$ cat src/sv/upc_pkg.sv
// Package for the URL percent codec: shared types, codes and character helpers.
// Used by every module of the codec; depends on nothing else.
package upc_pkg;

	// Depth of the command queue between front and back.
	localparam int QDEPTH = 4;
	localparam int QAW    = $clog2(QDEPTH);

	// Character codes used by the codec.
	localparam logic [7:0] CH_PERCENT = 8'h25;
	localparam logic [7:0] CH_PLUS    = 8'h2b;
	localparam logic [7:0] CH_SPACE   = 8'h20;

	// Escape tracking in the decoder.
	typedef enum logic [1:0] {
		ESC_IDLE  = 2'd0,
		ESC_PCT   = 2'd1,
		ESC_DIGIT = 2'd2
	} esc_t;

	// Back end sequencing: fetch a command, then the two hex digits of an escape.
	typedef enum logic [1:0] {
		BK_FETCH = 2'd0,
		BK_HI    = 2'd1,
		BK_LO    = 2'd2
	} bk_state_t;

	// One queued command: either a byte to emit as is, or a byte to expand
	// into a percent triple.
	typedef struct packed {
		logic       expand;
		logic [7:0] data;
	} cmd_t;

	// True for the 27 reserved or unsafe characters.
	function automatic logic is_listed(input logic [7:0] c);
		logic hit;
		hit = c inside {8'h24, 8'h26, 8'h2b, 8'h2c, 8'h2f, 8'h3a, 8'h3b, 8'h3d, 8'h3f,
				8'h40, 8'h20, 8'h22, 8'h3c, 8'h3e, 8'h23, 8'h25, 8'h7b, 8'h7d,
				8'h7c, 8'h5c, 8'h5e, 8'h7e, 8'h5b, 8'h5d, 8'h60, 8'h28, 8'h29};
		return hit;
	endfunction

	// Lowercase hex character of a nibble.
	function automatic logic [7:0] lower_hex(input logic [3:0] nib);
		logic [7:0] r;
		if (nib < 4'd10) begin
			r = 8'h30 + {4'd0, nib};
		end else begin
			r = 8'h57 + {4'd0, nib};
		end
		return r;
	endfunction

	// Value of an uppercase hex digit; bit 4 set means not a digit.
	function automatic logic [4:0] upper_hex_value(input logic [7:0] c);
		logic [4:0] r;
		if (c >= 8'h30 && c <= 8'h39) begin
			r = {1'b0, c[3:0]};
		end else if (c >= 8'h41 && c <= 8'h46) begin
			r = {1'b0, c[3:0] + 4'd9};
		end else begin
			r = 5'h10;
		end
		return r;
	endfunction

endpackage

$ cat src/sv/upc_front.sv
// Front end of the URL percent codec: accepts input items, tracks escapes and
// classifies each item into a queue command. Depends on upc_pkg.
module upc_front import upc_pkg::*; (
	input  logic       clk,
	input  logic       arst_n,
	input  logic       direction,
	input  logic       in_valid,
	output logic       in_ready,
	input  logic [7:0] in_byte,
	input  logic       string_end,
	input  logic       q_full,
	output logic       q_push,
	output cmd_t       q_cmd
);

	esc_t       esc_q, esc_d;
	logic [7:0] held_q, held_d;
	logic       accept;
	logic       emit;
	logic [4:0] hi_val, lo_val;
	logic [7:0] dec_val;

	assign in_ready = !q_full;
	assign accept   = in_valid && in_ready;
	assign q_push   = accept && emit;

	// Digit values of a completed triple.
	assign hi_val  = upper_hex_value(held_q);
	assign lo_val  = upper_hex_value(in_byte);
	assign dec_val = {hi_val[3:0], lo_val[3:0]};

	// Next escape state and held digit.
	always_comb begin
		esc_d  = esc_q;
		held_d = held_q;
		if (accept) begin
			if (!direction) begin
				esc_d  = ESC_IDLE;
				held_d = 8'd0;
			end else begin
				case (esc_q)
					ESC_PCT: begin
						esc_d  = ESC_DIGIT;
						held_d = in_byte;
					end
					ESC_DIGIT: begin
						esc_d  = ESC_IDLE;
						held_d = 8'd0;
					end
					default: begin
						esc_d = (in_byte == CH_PERCENT) ? ESC_PCT : ESC_IDLE;
					end
				endcase
				if (string_end) begin
					esc_d  = ESC_IDLE;
					held_d = 8'd0;
				end
			end
		end
	end

	// Command classification for the accepted item.
	always_comb begin
		emit   = 1'b0;
		q_cmd  = '{expand: 1'b0, data: in_byte};
		if (!direction) begin
			emit         = 1'b1;
			q_cmd.expand = is_listed(in_byte);
		end else begin
			case (esc_q)
				ESC_PCT: begin
					emit = 1'b0;
				end
				ESC_DIGIT: begin
					emit       = !hi_val[4] && !lo_val[4] && is_listed(dec_val);
					q_cmd.data = dec_val;
				end
				default: begin
					emit = (in_byte != CH_PERCENT);
					if (in_byte == CH_PLUS) begin
						q_cmd.data = CH_SPACE;
					end
				end
			endcase
		end
	end

	// Escape state registers.
	always_ff @(posedge clk or negedge arst_n) begin
		if (!arst_n) begin
			esc_q  <= ESC_IDLE;
			held_q <= 8'd0;
		end else begin
			esc_q  <= esc_d;
			held_q <= held_d;
		end
	end

endmodule

$ cat src/sv/upc_queue.sv
// Short command queue between front and back of the URL percent codec.
// Register-based FIFO of QDEPTH entries; depends on upc_pkg.
module upc_queue import upc_pkg::*; (
	input  logic clk,
	input  logic arst_n,
	input  logic push,
	input  cmd_t push_cmd,
	output logic full,
	input  logic pop,
	output logic nonempty,
	output cmd_t head_cmd
);

	cmd_t             mem_q [QDEPTH];
	logic [QAW-1:0]   wr_ptr_q, rd_ptr_q;
	logic [QAW:0]     count_q;

	assign full     = (count_q == (QAW+1)'(QDEPTH));
	assign nonempty = (count_q != '0);
	assign head_cmd = mem_q[rd_ptr_q];

	// Entry storage.
	always_ff @(posedge clk) begin
		if (push) begin
			mem_q[wr_ptr_q] <= push_cmd;
		end
	end

	// Pointers and fill count.
	always_ff @(posedge clk or negedge arst_n) begin
		if (!arst_n) begin
			wr_ptr_q <= '0;
			rd_ptr_q <= '0;
			count_q  <= '0;
		end else begin
			if (push) begin
				wr_ptr_q <= wr_ptr_q + 1'b1;
			end
			if (pop) begin
				rd_ptr_q <= rd_ptr_q + 1'b1;
			end
			if (push && !pop) begin
				count_q <= count_q + 1'b1;
			end else if (pop && !push) begin
				count_q <= count_q - 1'b1;
			end
		end
	end

endmodule

$ cat src/sv/upc_back.sv
// Back end of the URL percent codec: turns queue commands into output items,
// expanding escapes into three bytes, with a registered output. Depends on upc_pkg.
module upc_back import upc_pkg::*; (
	input  logic       clk,
	input  logic       arst_n,
	input  logic       q_nonempty,
	input  cmd_t       q_head,
	output logic       q_pop,
	output logic       out_valid,
	input  logic       out_ready,
	output logic [7:0] out_byte,
	output logic       run_last
);

	bk_state_t  st_q, st_d;
	logic [7:0] byte_q;
	logic       valid_q;
	logic [7:0] data_q;
	logic       last_q;
	logic       slot;
	logic       load;
	logic [7:0] load_byte;
	logic       load_last;

	assign slot      = !valid_q || out_ready;
	assign out_valid = valid_q;
	assign out_byte  = data_q;
	assign run_last  = last_q;

	// Next state.
	always_comb begin
		st_d = st_q;
		case (st_q)
			BK_FETCH: begin
				if (slot && q_nonempty && q_head.expand) begin
					st_d = BK_HI;
				end
			end
			BK_HI: begin
				if (slot) begin
					st_d = BK_LO;
				end
			end
			BK_LO: begin
				if (slot) begin
					st_d = BK_FETCH;
				end
			end
			default: begin
				st_d = BK_FETCH;
			end
		endcase
	end

	// Outputs of the sequencer: what to load into the output register.
	always_comb begin
		q_pop     = 1'b0;
		load      = 1'b0;
		load_byte = byte_q;
		load_last = 1'b0;
		case (st_q)
			BK_FETCH: begin
				q_pop     = slot && q_nonempty;
				load      = slot && q_nonempty;
				load_byte = q_head.expand ? CH_PERCENT : q_head.data;
				load_last = !q_head.expand;
			end
			BK_HI: begin
				load      = slot;
				load_byte = lower_hex(byte_q[7:4]);
			end
			BK_LO: begin
				load      = slot;
				load_byte = lower_hex(byte_q[3:0]);
				load_last = 1'b1;
			end
			default: begin
				load = 1'b0;
			end
		endcase
	end

	// Byte being expanded and output payload.
	always_ff @(posedge clk) begin
		if (q_pop) begin
			byte_q <= q_head.data;
		end
		if (load) begin
			data_q <= load_byte;
			last_q <= load_last;
		end
	end

	// Control state.
	always_ff @(posedge clk or negedge arst_n) begin
		if (!arst_n) begin
			st_q    <= BK_FETCH;
			valid_q <= 1'b0;
		end else begin
			st_q <= st_d;
			if (load) begin
				valid_q <= 1'b1;
			end else if (out_ready) begin
				valid_q <= 1'b0;
			end
		end
	end

endmodule

$ cat src/sv/url_percent_codec.sv
// Top level of the URL percent codec: direction register, front, queue and back.
// Depends on upc_pkg, upc_front, upc_queue and upc_back.
//
// The codec takes one byte per cycle on the input stream while the queue is
// not full and, with direction 0, percent-encodes the 27 reserved characters
// as '%' plus two lowercase hex digits; with direction 1 it decodes '+' to
// space and uppercase percent triples of listed characters, drops other
// triples and passes other bytes through. An input byte that passes through
// or completes a decoded triple gives one output item, held in the command
// queue and then in the output register. An encoded byte gives three items,
// one per cycle while the output is ready. A stream of reserved characters is
// therefore limited by the back end, which emits at most one output byte per
// cycle. A four-entry command queue lets input be taken while earlier items
// are still being emitted. tlast on the output marks the last byte produced
// by one queued command. Change direction only while the codec is idle.
module url_percent_codec import upc_pkg::*; (
	input  logic        clk,
	input  logic        arst_n,
	// APB configuration port
	input  logic        psel,
	input  logic        penable,
	input  logic        pwrite,
	input  logic [2:0]  paddr,
	input  logic [31:0] pwdata,
	output logic [31:0] prdata,
	output logic        pready,
	// Input stream
	input  logic        s_tvalid,
	output logic        s_tready,
	input  logic [7:0]  s_tdata,   // [7:0] in_byte
	input  logic        s_tlast,   // string_end
	// Output stream
	output logic        m_tvalid,
	input  logic        m_tready,
	output logic [7:0]  m_tdata,   // [7:0] out_byte
	output logic        m_tlast    // run_last
);

	logic direction_q;
	logic q_push, q_pop, q_full, q_nonempty;
	cmd_t push_cmd, head_cmd;

	// Configuration register: direction at byte address 0.
	assign pready = 1'b1;
	assign prdata = (paddr[2] == 1'b0) ? {31'd0, direction_q} : 32'd0;

	always_ff @(posedge clk or negedge arst_n) begin
		if (!arst_n) begin
			direction_q <= 1'b0;
		end else if (psel && penable && pwrite && pready && paddr[2] == 1'b0) begin
			direction_q <= pwdata[0];
		end
	end

	// Front end: accept and classify.
	upc_front u_front (
		.clk        (clk),
		.arst_n     (arst_n),
		.direction  (direction_q),
		.in_valid   (s_tvalid),
		.in_ready   (s_tready),
		.in_byte    (s_tdata),
		.string_end (s_tlast),
		.q_full     (q_full),
		.q_push     (q_push),
		.q_cmd      (push_cmd)
	);

	// Command queue.
	upc_queue u_queue (
		.clk      (clk),
		.arst_n   (arst_n),
		.push     (q_push),
		.push_cmd (push_cmd),
		.full     (q_full),
		.pop      (q_pop),
		.nonempty (q_nonempty),
		.head_cmd (head_cmd)
	);

	// Back end: emit output items.
	upc_back u_back (
		.clk        (clk),
		.arst_n     (arst_n),
		.q_nonempty (q_nonempty),
		.q_head     (head_cmd),
		.q_pop      (q_pop),
		.out_valid  (m_tvalid),
		.out_ready  (m_tready),
		.out_byte   (m_tdata),
		.run_last   (m_tlast)
	);

endmodule
$ cat config.mk
export PLATFORM = sky130hd
export DESIGN_NAME = url_percent_codec
export DESIGN_NICKNAME = d
export VERILOG_FILES = /design/src/sv/upc_pkg.sv /design/src/sv/upc_front.sv /design/src/sv/upc_queue.sv /design/src/sv/upc_back.sv /design/src/sv/url_percent_codec.sv
export SDC_FILE = /design/constraint.sdc
export NUM_CORES = 1
export LEC_CHECK = 0
export BUFFER_PORTS_ARGS = -buffer_cell sky130_fd_sc_hd__buf_2
export CAP_MARGIN = 20
export CORE_AREA = 2 2 111 113
export DETAILED_ROUTE_END_ITERATION = 7
export DIE_AREA = 0 0 113 115
export GPL_ROUTABILITY_DRIVEN = 0
export PLACE_DENSITY = 0.65
export SLEW_MARGIN = 0
export SYNTH_ARGS = -nofsm -noshare
export SYNTH_HDL_FRONTEND = slang
export SYNTH_SLANG_ARGS = --single-unit
$ cat constraint.sdc
create_clock -name clk -period 9.1 [get_ports clk]
set_clock_uncertainty 0.05 [all_clocks]
set_input_delay 1.82 -clock clk [delete_from_list [all_inputs] [get_ports clk]]
set_output_delay 1.82 -clock clk [all_outputs]
set_load 0.03 [all_outputs]
==> metrics.txt <==
failing checks=design-rule violations; area leader, netlist=edfxtp_1; Max clock buf depth=2; placed wire-length estimate=6122 µm; CTS tree=yes; Die ar.=between 10000 and 15000 µm²; Post-CTS Setup Repair Bufs=0; share of cells above drive strength 1=about 16%; post-synth top area share=between 30% and 40%; Hold Path Cell Cnt=2; reg2reg setup slack=roughly 5.2 ns; largest net degree at the start of global routing=22; DR DRC count=9; CTS root buf=clkbuf_16; # setup viols final=0; RSZ-0062 raised after global routing=false; Buffers on Ports=29; Initial Util=a little under two fifths; worst reg2reg endpoint=u_queue.count_q[2]; Cell Pwr Density=300.2 nW/µm²; Num CTS Buffers=9; die width=113 µm; drt wl/cell=14.14 µm; mapped cell area=4368 µm²; FF+latch count, synth=74; relative slew slack=a little over two fifths; sequential share of the synthesized area=48.47%; Vias/cell=a little over 5; CP Launch Type=input pin; clk slew on worst S/H paths=0.07 ns; EDFF count, synth=53; vias in the first global route=2889; top-level I/O count=95; Rows=40; placed insts=562; Crit Path Max Fanout=9; most frequent cells in the layout=edfxtp_1 (53), nand2_1 (45), o21ai_0 (36); Worst-Margin Slew=0.8647 ns; ys async rst share=28.38%; crit path capture type=register; VDD IR max=109.4 µV; total of max-cap violations=0; gr ovfl total=0; first-pass GRT wire length=13770 µm; most common cell after layout, fill and taps aside=edfxtp_1; cts hold-fix bufs=0; Crit path required time=9.32 ns; Layout Cells excl Fill=approximately 580; setup ws final=a little over 4 ns; setup TNS=0 ns; via count=roughly 3000; Syn. warnings=0; WL final=8172 µm; final slew viol count=0; WP data arrival=5.28 ns; H-tree Lvls=3; hold_sp=u_front.held_q[7]; pre-CTS WS=between 3 and 4 ns; Hold Fails Final Rpt=0; status=finished, violations left; Final Hold Slack=around 0.44 ns; Synth Flop Type=edfxtp_1; CTS resizes=0; Max Fclk=197.4 MHz; worst r2r src=u_front.held_q[0]; Pleak=about 1.9 nW; top post-synthesis cells by area=edfxtp_1 (36%), dfrtp_1 (12%), ha_1 (6.0%), buf_4 (5.5%), mux4_2 (4.6%); 1st-pass router iterations=6; period utilization=approximately 56%; number of distinct library cells after synthesis=between 60 and 70; Chip Height=115 µm; NumNets Final=between 400 and 500; WHS Endpoint=u_front.held_q[7]; Crit Path Class=input pin to register; syn_area_per_cell=10.95 µm²; global-route usage over all layers=13.55%; Routed Antenna Nets=0; synthesis-to-finish area growth=10.34%; initial drt markers=237; core area=around 12000 µm²; Syn Inst Count=399; r2r worst-path depth=14; Clk Latency, worst-skew pair=roughly 0.34 ns; TritonCTS Sinks=74; Tmin final=5.066 ns; Worst Hold Class=register to register; initial antenna violation count=0; n_diodes=0
==> cell usage after synthesis, types with 3 or more instances <==
master    number
ha_1          21
mux4_2         9
nand4_1        3
edfxtp_1      53
mux2i_1        3
clkbuf_1       9
a21oi_1       18
or2_2          3
nand3_1        9
o22ai_1        5
and3_1         3
and2_1         5
o31a_1         3
buf_4         32
dfrtp_1       21
xnor2_1        5
nor3_1         3
mux2_2         3
o21ai_0       36
a211oi_1       3
a22oi_1        4
nand2_1       45
o21bai_1       3
nand2b_1       5
nor2_1        19
inv_1         24
nor2b_1        9
==> flip-flops by register name (all words and copies together) (netlist names) <==
signal            count
u_front.held_q        8
u_back.run_last       1
u_queue.rd_ptr_q      2
u_back.st_q           2
u_queue.wr_ptr_q      2
u_back.out_valid      1
direction_q           1
u_back.byte_q         8
u_back.out_byte       8
u_queue.mem_q        36
u_front.esc_q         2
u_queue.count_q       3
==> area by class of cell <==
| cell class | count | area, µm² |
|---|---|---|
| multi-input cells | 288 | 1991 |
| clock buffers | 9 | 225.2 |
| flip-flops and latches | 74 | 2117 |
| inverters | 24 | 90.09 |
| fillers | 1137 | 6992 |
| repair buffers | 29 | 145.1 |
| clock inverters | 7 | 67.56 |
| well taps | 147 | 183.9 |
==> stage by stage <==
stage	power (mW)	instance area, µm²	utilization [%]
after floorplan	0.9966	4481	-
after global placement	1.097	4527	38.33
after detailed placement	1.117	4527	38.33
after CTS	1.464	4820	40.81
after global routing	1.556	4820	40.81
final	1.447	4820	40.81
==> cells by family after synthesis <==
logic type,share of synthesized area (%)
AND/OR/NAND/NOR,12.98
other,0.1719
AO/OA/AOI/OAI,15.53
multiplexers,6.445
adder cells (fa/ha/maj),6.474
XOR/XNOR,1.404
flip-flops,48.47
buffers and inverters,8.536
==> worst max-delay path by stage <==
stage | cells after the start | slack, ns | end | startpoint
after floorplan | 15 | 4.21 | u_queue.count_q[2] | s_tdata[0]
after global placement | 16 | 3.74 | u_queue.count_q[2] | s_tdata[1]
after detailed placement | 16 | 3.67 | u_queue.count_q[2] | s_tdata[1]
after CTS | 16 | 4.05 | u_queue.count_q[2] | s_tdata[1]
after global routing | 16 | 3.78 | u_queue.count_q[2] | s_tdata[1]
final | 16 | 4.03 | u_queue.count_q[2] | s_tdata[1]
==> per-layer routing <==
metal  track usage [%]  wire (µm)  vias up
li1                  -          -     1434
met1             16.04       3522     1417
met2             23.63       4113       88
met3             3.163        378       14
met4             6.016        157        0
met5                 0          0        -
==> critical path, cell delays in order <==
cell	delay, ns
buf_2	0.19
inv_1	0.08
ha_1	0.26
or3b_1	0.41
o2111a_4	0.21
a22oi_1	0.30
a41oi_2	0.20
a221oi_2	0.34
a211oi_2	0.09
a21oi_4	0.24
ha_1	0.22
inv_1	0.07
fa_1	0.43
xor2_1	0.17
nor2_1	0.11
xor2_1	0.14
==> power breakdown <==
group / total (mW) / internal [mW] / switching, mW
clock: 0.343 / 0.193 / 0.150
combinational: 0.517 / 0.205 / 0.313
sequential: 0.587 / 0.505 / 0.0815
total: 1.45 / 0.903 / 0.544
No activity file was read; power rests on OpenSTA's default activity.
